--- config.mk ---
export PLATFORM = sky130hd
export DESIGN_NAME = modular_exponentiation_core
export DESIGN_NICKNAME = d
export VERILOG_FILES = /design/src/rtl/mme_pkg.sv /design/src/rtl/mme_csr.sv /design/src/rtl/mme_modmul.sv /design/src/rtl/modular_exponentiation_core.sv
export SDC_FILE = /design/constraint.sdc
export NUM_CORES = 2
export LEC_CHECK = 0
export BUFFER_PORTS_ARGS = -buffer_cell sky130_fd_sc_hd__buf_4
export CELL_PAD_IN_SITES_DETAIL_PLACEMENT = 2
export CELL_PAD_IN_SITES_GLOBAL_PLACEMENT = 2
export CORE_ASPECT_RATIO = 1.4
export CORE_MARGIN = 5
export CORE_UTILIZATION = 42
export DETAILED_ROUTE_END_ITERATION = 16
export GPL_TIMING_DRIVEN = 0
export PLACE_DENSITY = 0.93
export SYNTH_ARGS = -nofsm -noshare
export SYNTH_HDL_FRONTEND = slang
export SYNTH_SLANG_ARGS = --single-unit
--- constraint.sdc ---
create_clock -name clock -period 10.35 [get_ports clock]
set_clock_uncertainty 0.05 [all_clocks]
set_input_delay 2.5875 -clock clock [delete_from_list [all_inputs] [get_ports clock]]
set_output_delay 2.5875 -clock clock [all_outputs]
set_load 0.02 [all_outputs]
--- src/rtl/mme_pkg.sv ---
// Package for the modular exponentiation core: widths, reset values,
// register indexes and the sequencer state type.
// No dependencies.
`default_nettype none

package mme_pkg;

   // fixed field widths of the stream and register ports
   localparam int FIELD_W       = 64;
   localparam int BYTE_W        = 8;
   localparam int REQ_TDATA_W   = FIELD_W;
   localparam int RSP_TDATA_W   = FIELD_W + BYTE_W;
   localparam int CSR_DATA_W    = 64;
   localparam int CSR_ADDR_W    = 4;

   localparam int KEY_WIDTH_DEFAULT = 64;

   localparam logic [FIELD_W-1:0] MODULUS_RESET  = 64'd3233;
   localparam logic [FIELD_W-1:0] EXPONENT_RESET = 64'd2753;
   localparam logic [BYTE_W-1:0]  BYTE_MASK      = 8'hFF;

   // register index, taken from paddr[3] (registers sit 8 bytes apart)
   localparam logic REG_MODULUS  = 1'b0;
   localparam logic REG_EXPONENT = 1'b1;

   typedef enum logic [3:0] {
      ST_IDLE   = 4'b0001,
      ST_LAUNCH = 4'b0010,
      ST_WAIT   = 4'b0100,
      ST_WRAP   = 4'b1000
   } state_type;

endpackage : mme_pkg

`default_nettype wire

--- src/rtl/mme_csr.sv ---
// APB-style register file holding the modulus and the exponent.
// Depends on mme_pkg.
`default_nettype none

module mme_csr
   import mme_pkg::*;
#(
   parameter int KEY_WIDTH = KEY_WIDTH_DEFAULT
) (
   input  wire logic                  clock,
   input  wire logic                  reset,
   input  wire logic                  csr_psel,
   input  wire logic                  csr_penable,
   input  wire logic                  csr_pwrite,
   input  wire logic [CSR_ADDR_W-1:0] csr_paddr,
   input  wire logic [CSR_DATA_W-1:0] csr_pwdata,
   output      logic [CSR_DATA_W-1:0] csr_prdata,
   output      logic [KEY_WIDTH-1:0]  modulus,
   output      logic [KEY_WIDTH-1:0]  exponent
);

   logic [KEY_WIDTH-1:0] modulus_ff,  modulus_in;
   logic [KEY_WIDTH-1:0] exponent_ff, exponent_in;
   logic                 wr_en;

   assign wr_en = csr_psel && csr_penable && csr_pwrite;

   always_comb begin
      modulus_in  = modulus_ff;
      exponent_in = exponent_ff;
      if (wr_en) begin
         unique case (csr_paddr[3])
            REG_MODULUS:  modulus_in  = csr_pwdata[KEY_WIDTH-1:0];
            REG_EXPONENT: exponent_in = csr_pwdata[KEY_WIDTH-1:0];
            default:      ;
         endcase
      end
   end

   always_ff @(posedge clock) begin
      if (reset) begin
         modulus_ff  <= MODULUS_RESET[KEY_WIDTH-1:0];
         exponent_ff <= EXPONENT_RESET[KEY_WIDTH-1:0];
      end else begin
         modulus_ff  <= modulus_in;
         exponent_ff <= exponent_in;
      end
   end

   always_comb begin
      unique case (csr_paddr[3])
         REG_MODULUS:  csr_prdata = CSR_DATA_W'(modulus_ff);
         REG_EXPONENT: csr_prdata = CSR_DATA_W'(exponent_ff);
         default:      csr_prdata = '0;
      endcase
   end

   assign modulus  = modulus_ff;
   assign exponent = exponent_ff;

endmodule : mme_csr

`default_nettype wire

--- src/rtl/mme_modmul.sv ---
// Bit-serial modular multiplier: x*y mod m by shift-and-add, one bit of y
// per cycle, with a conditional subtract after each add and each doubling.
// Depends on mme_pkg.
`default_nettype none

module mme_modmul
   import mme_pkg::*;
#(
   parameter int KEY_WIDTH = KEY_WIDTH_DEFAULT
) (
   input  wire logic                 clock,
   input  wire logic                 reset,
   input  wire logic                 start,
   input  wire logic [KEY_WIDTH-1:0] x,
   input  wire logic [KEY_WIDTH-1:0] y,
   input  wire logic [KEY_WIDTH-1:0] m,
   output      logic                 busy,
   output      logic                 done,
   output      logic [KEY_WIDTH-1:0] product
);

   localparam int CNT_W = $clog2(KEY_WIDTH + 1);

   logic [KEY_WIDTH-1:0] acc_ff, acc_in;
   logic [KEY_WIDTH-1:0] x_ff,   x_in;
   logic [KEY_WIDTH-1:0] y_ff,   y_in;
   logic [CNT_W-1:0]     cnt_ff, cnt_in;
   logic                 done_ff, done_in;

   // (a + b) mod mod for a, b < mod; the carry bit takes part in the compare
   function automatic logic [KEY_WIDTH-1:0] add_mod(
      input logic [KEY_WIDTH-1:0] a,
      input logic [KEY_WIDTH-1:0] b,
      input logic [KEY_WIDTH-1:0] mod
   );
      logic [KEY_WIDTH:0] sum;
      logic [KEY_WIDTH:0] diff;
      sum  = {1'b0, a} + {1'b0, b};
      diff = sum - {1'b0, mod};
      if (sum >= {1'b0, mod}) begin
         add_mod = diff[KEY_WIDTH-1:0];
      end else begin
         add_mod = sum[KEY_WIDTH-1:0];
      end
   endfunction

   always_comb begin
      acc_in  = acc_ff;
      x_in    = x_ff;
      y_in    = y_ff;
      cnt_in  = cnt_ff;
      done_in = 1'b0;
      if (start) begin
         acc_in = '0;
         x_in   = x;
         y_in   = y;
         cnt_in = CNT_W'(KEY_WIDTH);
      end else if (cnt_ff != '0) begin
         if (y_ff[0]) begin
            acc_in = add_mod(acc_ff, x_ff, m);
         end
         x_in    = add_mod(x_ff, x_ff, m);
         y_in    = y_ff >> 1;
         cnt_in  = cnt_ff - CNT_W'(1);
         done_in = (cnt_ff == CNT_W'(1));
      end
   end

   always_ff @(posedge clock) begin
      if (reset) begin
         cnt_ff  <= '0;
         done_ff <= 1'b0;
      end else begin
         cnt_ff  <= cnt_in;
         done_ff <= done_in;
      end
   end

   always_ff @(posedge clock) begin
      acc_ff <= acc_in;
      x_ff   <= x_in;
      y_ff   <= y_in;
   end

   assign busy    = (cnt_ff != '0);
   assign done    = done_ff;
   assign product = acc_ff;

endmodule : mme_modmul

`default_nettype wire

--- src/rtl/modular_exponentiation_core.sv ---
// Modular exponentiation core: residue = block^exponent mod modulus.
// A good block runs through KEY_WIDTH exponent bits, each one launching both
//   bit-serial multipliers and waiting for them; a block not below modulus goes
//   straight to the response. A new request is taken only once the sequencer is
//   back in idle, after the last response has been placed in the output register.
// Reset: synchronous, active high; registers return to 3233 / 2753.
`default_nettype none

module modular_exponentiation_core
   import mme_pkg::*;
#(
   parameter int KEY_WIDTH = KEY_WIDTH_DEFAULT
) (
   input  wire logic                   clock,
   input  wire logic                   reset,
   // request stream
   input  wire logic                   req_tvalid,
   output      logic                   req_tready,
   input  wire logic [REQ_TDATA_W-1:0] req_tdata,   // [63:0] cipher_block
   // response stream
   output      logic                   rsp_tvalid,
   input  wire logic                   rsp_tready,
   output      logic [RSP_TDATA_W-1:0] rsp_tdata,   // [63:0] residue, [71:64] plain_byte
   output      logic                   rsp_tuser,   // [0] bad_block
   // configuration port
   input  wire logic                   csr_psel,
   input  wire logic                   csr_penable,
   input  wire logic                   csr_pwrite,
   input  wire logic [CSR_ADDR_W-1:0]  csr_paddr,
   input  wire logic [CSR_DATA_W-1:0]  csr_pwdata,
   output      logic [CSR_DATA_W-1:0]  csr_prdata,
   output      logic                   csr_pready
);

   localparam int BIT_CNT_W = $clog2(KEY_WIDTH);

   // ------------------------------------------------------------------
   // Configuration registers
   // ------------------------------------------------------------------
   logic [KEY_WIDTH-1:0] modulus;
   logic [KEY_WIDTH-1:0] exponent;

   mme_csr #(.KEY_WIDTH(KEY_WIDTH)) u_csr (
      .clock       (clock),
      .reset       (reset),
      .csr_psel    (csr_psel),
      .csr_penable (csr_penable),
      .csr_pwrite  (csr_pwrite),
      .csr_paddr   (csr_paddr),
      .csr_pwdata  (csr_pwdata),
      .csr_prdata  (csr_prdata),
      .modulus     (modulus),
      .exponent    (exponent)
   );

   assign csr_pready = 1'b1;

   // ------------------------------------------------------------------
   // Sequencer state and working registers
   // ------------------------------------------------------------------
   state_type            state_ff,   state_in;
   logic [KEY_WIDTH-1:0] acc_ff,     acc_in;     // running result
   logic [KEY_WIDTH-1:0] base_ff,    base_in;    // block^(2^i)
   logic [KEY_WIDTH-1:0] exp_ff,     exp_in;     // exponent, shifted right per bit
   logic [BIT_CNT_W-1:0] bit_cnt_ff, bit_cnt_in;
   logic                 bad_ff,     bad_in;

   // output register, parts the sequencer from the response side
   logic                 rsp_valid_ff, rsp_valid_in;
   logic [KEY_WIDTH-1:0] rsp_res_ff,   rsp_res_in;
   logic                 rsp_bad_ff,   rsp_bad_in;

   logic [KEY_WIDTH-1:0] req_block;
   logic                 req_hs;
   logic                 mm_start;
   logic                 mma_busy, mma_done, mmb_busy, mmb_done;
   logic [KEY_WIDTH-1:0] mma_prod, mmb_prod;
   logic                 out_free;

   assign req_block  = req_tdata[KEY_WIDTH-1:0];
   assign req_tready = (state_ff == ST_IDLE);
   assign req_hs     = req_tvalid && req_tready;
   assign mm_start   = (state_ff == ST_LAUNCH);
   assign out_free   = !rsp_valid_ff || rsp_tready;

   // Two multipliers run side by side on each exponent bit:
   //   A forms acc*base (kept only when the bit is set), B forms base*base.
   mme_modmul #(.KEY_WIDTH(KEY_WIDTH)) u_mul_acc (
      .clock   (clock),
      .reset   (reset),
      .start   (mm_start),
      .x       (acc_ff),
      .y       (base_ff),
      .m       (modulus),
      .busy    (mma_busy),
      .done    (mma_done),
      .product (mma_prod)
   );

   mme_modmul #(.KEY_WIDTH(KEY_WIDTH)) u_mul_sqr (
      .clock   (clock),
      .reset   (reset),
      .start   (mm_start),
      .x       (base_ff),
      .y       (base_ff),
      .m       (modulus),
      .busy    (mmb_busy),
      .done    (mmb_done),
      .product (mmb_prod)
   );

   always_comb begin
      state_in     = state_ff;
      acc_in       = acc_ff;
      base_in      = base_ff;
      exp_in       = exp_ff;
      bit_cnt_in   = bit_cnt_ff;
      bad_in       = bad_ff;
      rsp_valid_in = rsp_valid_ff && !rsp_tready;
      rsp_res_in   = rsp_res_ff;
      rsp_bad_in   = rsp_bad_ff;

      unique case (state_ff)
         ST_IDLE: begin
            if (req_hs) begin
               // modulus of one gives residue zero, so start from zero there
               acc_in     = (modulus == KEY_WIDTH'(1)) ? '0 : KEY_WIDTH'(1);
               base_in    = req_block;
               exp_in     = exponent;
               bit_cnt_in = '0;
               bad_in     = (req_block >= modulus);
               state_in   = (req_block >= modulus) ? ST_WRAP : ST_LAUNCH;
            end
         end
         ST_LAUNCH: begin
            state_in = ST_WAIT;
         end
         ST_WAIT: begin
            if (mma_done) begin
               if (exp_ff[0]) begin
                  acc_in = mma_prod;
               end
               base_in    = mmb_prod;
               exp_in     = exp_ff >> 1;
               bit_cnt_in = bit_cnt_ff + BIT_CNT_W'(1);
               state_in   = (bit_cnt_ff == BIT_CNT_W'(KEY_WIDTH - 1)) ? ST_WRAP : ST_LAUNCH;
            end
         end
         ST_WRAP: begin
            if (out_free) begin
               rsp_valid_in = 1'b1;
               rsp_res_in   = bad_ff ? '0 : acc_ff;
               rsp_bad_in   = bad_ff;
               state_in     = ST_IDLE;
            end
         end
         default: state_in = ST_IDLE;
      endcase
   end

   always_ff @(posedge clock) begin
      if (reset) begin
         state_ff     <= ST_IDLE;
         bit_cnt_ff   <= '0;
         rsp_valid_ff <= 1'b0;
      end else begin
         state_ff     <= state_in;
         bit_cnt_ff   <= bit_cnt_in;
         rsp_valid_ff <= rsp_valid_in;
      end
   end

   always_ff @(posedge clock) begin
      acc_ff     <= acc_in;
      base_ff    <= base_in;
      exp_ff     <= exp_in;
      bad_ff     <= bad_in;
      rsp_res_ff <= rsp_res_in;
      rsp_bad_ff <= rsp_bad_in;
   end

   // ------------------------------------------------------------------
   // Response packing: residue in the low word, its low byte above it
   // ------------------------------------------------------------------
   logic [FIELD_W-1:0] rsp_residue;

   assign rsp_residue = FIELD_W'(rsp_res_ff);
   assign rsp_tvalid  = rsp_valid_ff;
   assign rsp_tdata   = {rsp_residue[BYTE_W-1:0] & BYTE_MASK, rsp_residue};
   assign rsp_tuser   = rsp_bad_ff;

   // ------------------------------------------------------------------
   // Assertions
   // ------------------------------------------------------------------
   // both multipliers are launched together and must finish together
   a_mul_lockstep: assert property (@(posedge clock) disable iff (reset)
      (mma_done == mmb_done) && (mma_busy == mmb_busy))
      else $error("multipliers out of step");

   // a multiplier is never launched while still working
   a_no_relaunch: assert property (@(posedge clock) disable iff (reset)
      mm_start |-> !mma_busy)
      else $error("multiplier launched while busy");

   // a bad block carries a zero residue
   a_bad_zero: assert property (@(posedge clock) disable iff (reset)
      (rsp_tvalid && rsp_tuser) |-> (rsp_tdata == '0))
      else $error("bad block with non-zero payload");

   // a good residue is always reduced below the modulus
   a_reduced: assert property (@(posedge clock) disable iff (reset)
      (rsp_tvalid && !rsp_tuser) |-> (rsp_res_ff < modulus))
      else $error("residue not reduced");

endmodule : modular_exponentiation_core

`default_nettype wire
== Yosys cells after proc, flatten, opt, wreduce, memory -nomap -nowiden ==
Index checks and enable logic that the tools add are counted.

* Add/subtract/negate cells: 11
* Order comparisons: 5
* Equal/unequal tests: 11
* Muxes and demuxes: 39
* Bitwise gates (word level): 2
* Reductions and logical operators: 23

{| class="wikitable"
|+ Operator list
! cell !! count
|-
| $mux W64 || 19
|-
| $pmux W64 S2 || 4
|-
| $add A64 B64 Y65 || 4
|-
| $ge A65 B64 Y1 || 4
|-
| $sub A64 B64 Y64 || 4
|-
| $eq A64 B1 Y1 const B || 1
|-
| $ge A64 B64 Y1 || 1
|-
| $mux W7 || 4
|-
| $mux W4 || 5
|-
| $pmux W4 S4 || 1
|-
| $reduce_bool A7 Y1 || 2
|-
| $sub A7 B1 Y7 const B || 2
|-
| $mux W6 || 2
|-
| $pmux W6 S2 || 1
|-
| $reduce_and A2 Y1 || 6
|-
| $eq A7 B1 Y1 const B || 1
|-
| $add A6 B1 Y6 const B || 1
|-
| $eq A6 B6 Y1 const B || 1
|-
| $reduce_and A3 Y1 || 2
|-
| $reduce_bool A2 Y1 || 3
|-
| $eq A4 B1 Y1 const B || 1
|-
| $eq A4 B2 Y1 const B || 1
|-
| $eq A4 B3 Y1 const B || 1
|-
| $eq A4 B4 Y1 const B || 1
|-
| other kinds (10) || 19
|}

* Flip-flop bits (word level): 796
* Input port bits: 139
* Output and inout port bits: 140
* Word-level logic and storage cells: 113

== Longest topological paths before layout ==
* Word-level depth: 5
* Gate-level depth with buffers: 26
* Depth with buffers taken out: 24

== Modules after synthesis ==
A second synthesis with hierarchy kept.

* Cells, all modules: 6659
* Area total of the unflattened synthesis: 59076.7 um2

{| class="wikitable"
|+ By module, submodules not included
! module !! instances !! cells each !! area each (um2) !! sequential area each (um2)
|-
| mme_modmul (u_mul_sqr) || 1 || 2506 || 20374.5 || 5285.1
|-
| mme_modmul (u_mul_acc) || 1 || 2459 || 20151.8 || 5285.1
|-
| modular_exponentiation_core || 1 || 1131 || 12557.0 || 7967.6
|-
| mme_csr || 1 || 563 || 5993.2 || 2562.5
|}

== Worst setup path before layout ==
Ideal clock, no wire load.

* Path kind: input to register
* Start: input req_tvalid
* End: register bit_cnt_ff[5]
* Setup time: 0.132 ns
* Arrival: 6.403 ns
* Required time: 10.168 ns
* Setup slack: 3.765 ns
* Cell stages on the path: 8
* Buffers on the path: 1
* Path through: and2_1 clkbuf_1 a21oi_1 inv_1 nand4_1 nor2_1 xnor2_1 nor3_1

* Cells in the longest elaborated chain, start to end: 3

{| class="wikitable"
|+ RTL lines
! what !! RTL line !! text
|-
| start, declared || modular_exponentiation_core.sv:17 || <nowiki>input wire logic req_tvalid,</nowiki>
|-
| $logic_and A1 B1 Y1 || modular_exponentiation_core.sv:82 || <nowiki>assign req_hs = req_tvalid && req_tready;</nowiki>
|-
| $ne A2 B1 Y1 (no line) || - ||
|-
| $reduce_and A3 Y1 (no line) || - ||
|-
| end signal, assigned || modular_exponentiation_core.sv:168 || <nowiki>bit_cnt_ff <= bit_cnt_in;</nowiki>
|-
| end, declared || modular_exponentiation_core.sv:65 || <nowiki>logic [BIT_CNT_W-1:0] bit_cnt_ff, bit_cnt_in;</nowiki>
|}

Every way passes these cells.
A chain may end at the register's enable or synchronous reset.

== Final worst setup path ==
* Start: register u_mul_acc.x_ff[0]
* End: register u_mul_acc.acc_ff[10], in the netlist u_mul_acc.product[10]

* Cells in the longest elaborated chain, start to end: 3
* Elaborated cells between the ends (all ways): 4
* Those cells by class: add/sub (2); order compare (1); mux (1)

{| class="wikitable"
|+ RTL lines
! what !! RTL line !! text
|-
| start, declared || mme_modmul.sv:25 || <nowiki>logic [KEY_WIDTH-1:0] x_ff, x_in;</nowiki>
|-
| start signal, assigned || mme_modmul.sv:81 || <nowiki>x_ff <= x_in;</nowiki>
|-
| $add A64 B64 Y65 * || mme_modmul.sv:38 || <nowiki>sum = {1'b0, a} + {1'b0, b};</nowiki>
|-
| $sub A64 B64 Y64 or $ge A65 B64 Y1 (tied branches) || mme_modmul.sv:39, mme_modmul.sv:40 ||
|-
| $mux W64 * || mme_modmul.sv:40 || <nowiki>if (sum >= {1'b0, mod}) begin</nowiki>
|-
| end signal, assigned || mme_modmul.sv:80 || <nowiki>acc_ff <= acc_in;</nowiki>
|-
| end, declared || mme_modmul.sv:24 || <nowiki>logic [KEY_WIDTH-1:0] acc_ff, acc_in;</nowiki>
|}

Every way passes the cells marked *; elsewhere a longest branch is shown, timed or not.

==> impl_metrics.toml <==
[worst_setup_path]
start_kind = "register"
reg2regPathDepth = 24
timing.rr.start = "u_mul_acc.x_ff[0]"
crit_type = "reg -> reg"
cp.arrival_ns = 10.66
timing.rr.end = "u_mul_acc.product[10]"
ff2ff_setup_slack_ns = 0.26
cp.required_ns = 10.92
end_kind = "register"
worstPathMaxFanout = 10

[clocking]
htreeDepth = 3
clock_sinks = 796
postCtsHoldBufs = 0
insertion_delay_ns = 0.79
cts_tree = "yes"
root_buffer = "clkbuf_16"
cts.repair.resized = 0
clock_path_buffers = 3
clk_pin_slew_ns = 0.07
cts_buffers = 89
cts_setup_buffers = 0

[sta]
fin_hold_ws_ns = 0.4329
hold_viol = 0
finalCriticalPeriod_ns = 10.09
timing.setup.tns_ns = 0
setup_viol = 0
slew-limit-headroom_pct = -11.64
tightestPinTransition_ns = 1.675
max_freq_mhz = 99.08
fin_crit_sh_pct = 97.51
slew_violations = 38
rsz0062_at_grt = "false"

[final_layout]
area_growth_pct = 13.71
drive_gt1_share_pct = 8.065
fin_nets = 7974
fin_util_pct = 47.88

[logic_synthesis]
synth_top_area_share_pct = 26.76
ys_ff_latch = 796
synth_nets = 7590
synth_edf_count = 514
synthCells = 6993
synth_ff_type = "edfxtp_1"
yosys_warnings = 0
avgSynthCellArea_sq_um = 8.248
synth.most_common_cell = "nand2_1"
async_flop_share_pct = 0
synth_common_cells = "nand2_1 (1580), a21oi_1 (685), edfxtp_1 (514)"
yosys-top-cells-area = "edfxtp_1 (27%), nand2_1 (10%), ha_1 (9.8%)"
syn_area_sq_um = 57680
yosys.area.top_type = "edfxtp_1"
yosysSeqAreaShare_pct = 36.55
yosysUniqueCellTypes = 104

[grt]
grt_pass1_vias = 69400
use_met2_pct = 74.92
grt_max_degree = 95
use_met1_pct = 45.65
top_usage_layer = "met2"
gr-total-overflow = 0
use_met3_pct = 12.29
grtUsageTotal_pct = 45.38
antenna_found_initial = 43
grt_pass1_wl_um = 482000

[routing]
routedWlPerCell_um = 36.77
routed_wl_um = 341200
drt_iter0_drc = 5806
firstDrtPassIters = 6
drc = 0
antenna_left = 0
dr_total_vias = 63480
routed_via_density = 6.840

[floorplanning]
row_count = 161
dieHeight_um = 448.5
fp.dieW_um = 323.2
die-area_sq_um = 145000
ios = 279
start_util_pct = 42.11
coreArea_sq_um = 137000

[min_path]
hold_path_class = "reg -> reg"
hold_path_startpoint = "u_csr.modulus[53]"
hold_end = "u_csr.modulus[53]"
hold_depth = 2

[placed_design]
portBuffers = 273
place.gp.congestion = 1.017
place_hpwl_um = 249800

[run_status]
outcome = "finished, violations left"
violations = "max-capacitance violations, max-slew violations"

[job]
drv_cap = 5
==> critical path: stages (launching register included) <==
cell      delay, ns
edfxtp_1       0.48
ha_1           0.32
fa_1           0.51
a211oi_1       0.36
o21bai_1       0.24
o21ai_0        0.59
a211oi_1       0.33
a311oi_2       0.62
o21ai_0        0.48
a31oi_1        0.49
o21ai_0        0.21
xor2_1         0.23
ha_1           0.44
nand3_1        0.22
or4_1          0.51
nor4_1         0.62
nand4_1        0.23
nor4_1         1.03
nor2_1         0.08
o211ai_1       0.28
a41o_2         0.47
nor2_8         0.10
buf_6          0.20
a21oi_1        0.62
a211oi_1       0.20
==> metrics by stage <==
stage          cell area, sq um  std cells  setup WS [ns]
2_1_floorplan             57680       6993          3.765
4_1_cts                   65480       9244         0.9355
6_report                  65590       9280         0.2575
5_1_grt                   65510       9249         0.3230
3_3_place_gp              61970       9059         -2.226
3_5_place_dp              62450       9078          1.135
==> layout make-up <==
cell class	count	area, sq um
fillers	15130	71390
multi-input cells	5647	34430
flip-flops and latches	796	21080
clock buffers	124	2595
repair buffers	293	2439
well taps	1793	2243
plain buffers	378	1620
inverters	172	653.1
clock inverters	42	437.9
diodes	35	87.58
==> kinds of logic (layout without fill, tap and decap cells) <==
kind of cell	after synthesis	in the layout	share of synthesized area, %
fa+ha+maj	458	458	10.01
buf+inv	550	1009	3.887
mux	86	86	1.495
flops	796	796	36.55
xor+xnor	345	345	5.239
simple gates	2762	2762	21.09
other cells	1	36	0.006501
compound gates	1995	1995	21.72
==> placed cells by master, fill, tap and decap left out, types with 18 or more instances in the layout <==
cell type / count
a211oi_1: 99
a21boi_0: 22
a21o_1: 231
a21oi_1: 685
a31oi_1: 149
and2_1: 96
and3_1: 47
buf_2: 37
buf_4: 291
clkbuf_1: 307
clkbuf_16: 94
clkbuf_2: 20
dfxtp_1: 282
diode_2: 35
edfxtp_1: 514
ha_1: 452
inv_1: 171
mux2i_1: 85
nand2_1: 1579
nand2b_1: 44
nand3_1: 129
nand4_1: 107
nor2_1: 419
nor2b_1: 112
nor3_1: 87
nor4_1: 30
o211ai_1: 63
o21a_1: 46
o21ai_0: 385
o21bai_1: 75
o31ai_1: 28
or2_2: 18
or3_1: 24
xnor2_1: 198
xor2_1: 147
==> per-layer routing <==
layer,wire (um),vias to the layer above
met5,159,-
met4,41980,24
met3,27690,1923
met2,156800,3983
met1,114600,31650
li1,-,25900
==> flip-flops by register name, summed over array words and instances (netlist names), 6 cells and up <==
name / cells
bit_cnt_ff: 6
u_csr.exponent: 64
u_mul_sqr.x_ff: 64
u_mul_acc.x_ff: 64
u_mul_sqr.product: 64
base_ff: 64
exp_ff: 64
u_mul_sqr.cnt_ff: 7
acc_ff: 64
u_mul_acc.cnt_ff: 7
u_mul_sqr.y_ff: 64
u_csr.modulus: 64
u_mul_acc.y_ff: 64
rsp_res_ff: 64
u_mul_acc.product: 64
==> worst max path at each step <==
| stage | start | to | slack [ns] | cells after the start |
|---|---|---|---|---|
| after floorplan | req_tvalid | bit_cnt_ff[5] | 3.77 | 8 |
| after global placement | state_ff[0] | u_mul_acc.x_ff[59] | -2.23 | 6 |
| after detailed placement | u_mul_acc.x_ff[0] | u_mul_acc.product[54] | 1.14 | 24 |
| after CTS | u_mul_acc.x_ff[0] | u_mul_acc.product[8] | 0.94 | 24 |
| after global routing | u_mul_acc.x_ff[1] | u_mul_acc.product[8] | 0.32 | 25 |
| final | u_mul_acc.x_ff[0] | u_mul_acc.product[10] | 0.26 | 24 |
Power is not shown: default switching activity piles up to over one toggle a cycle in this logic, so the estimate is an artifact.
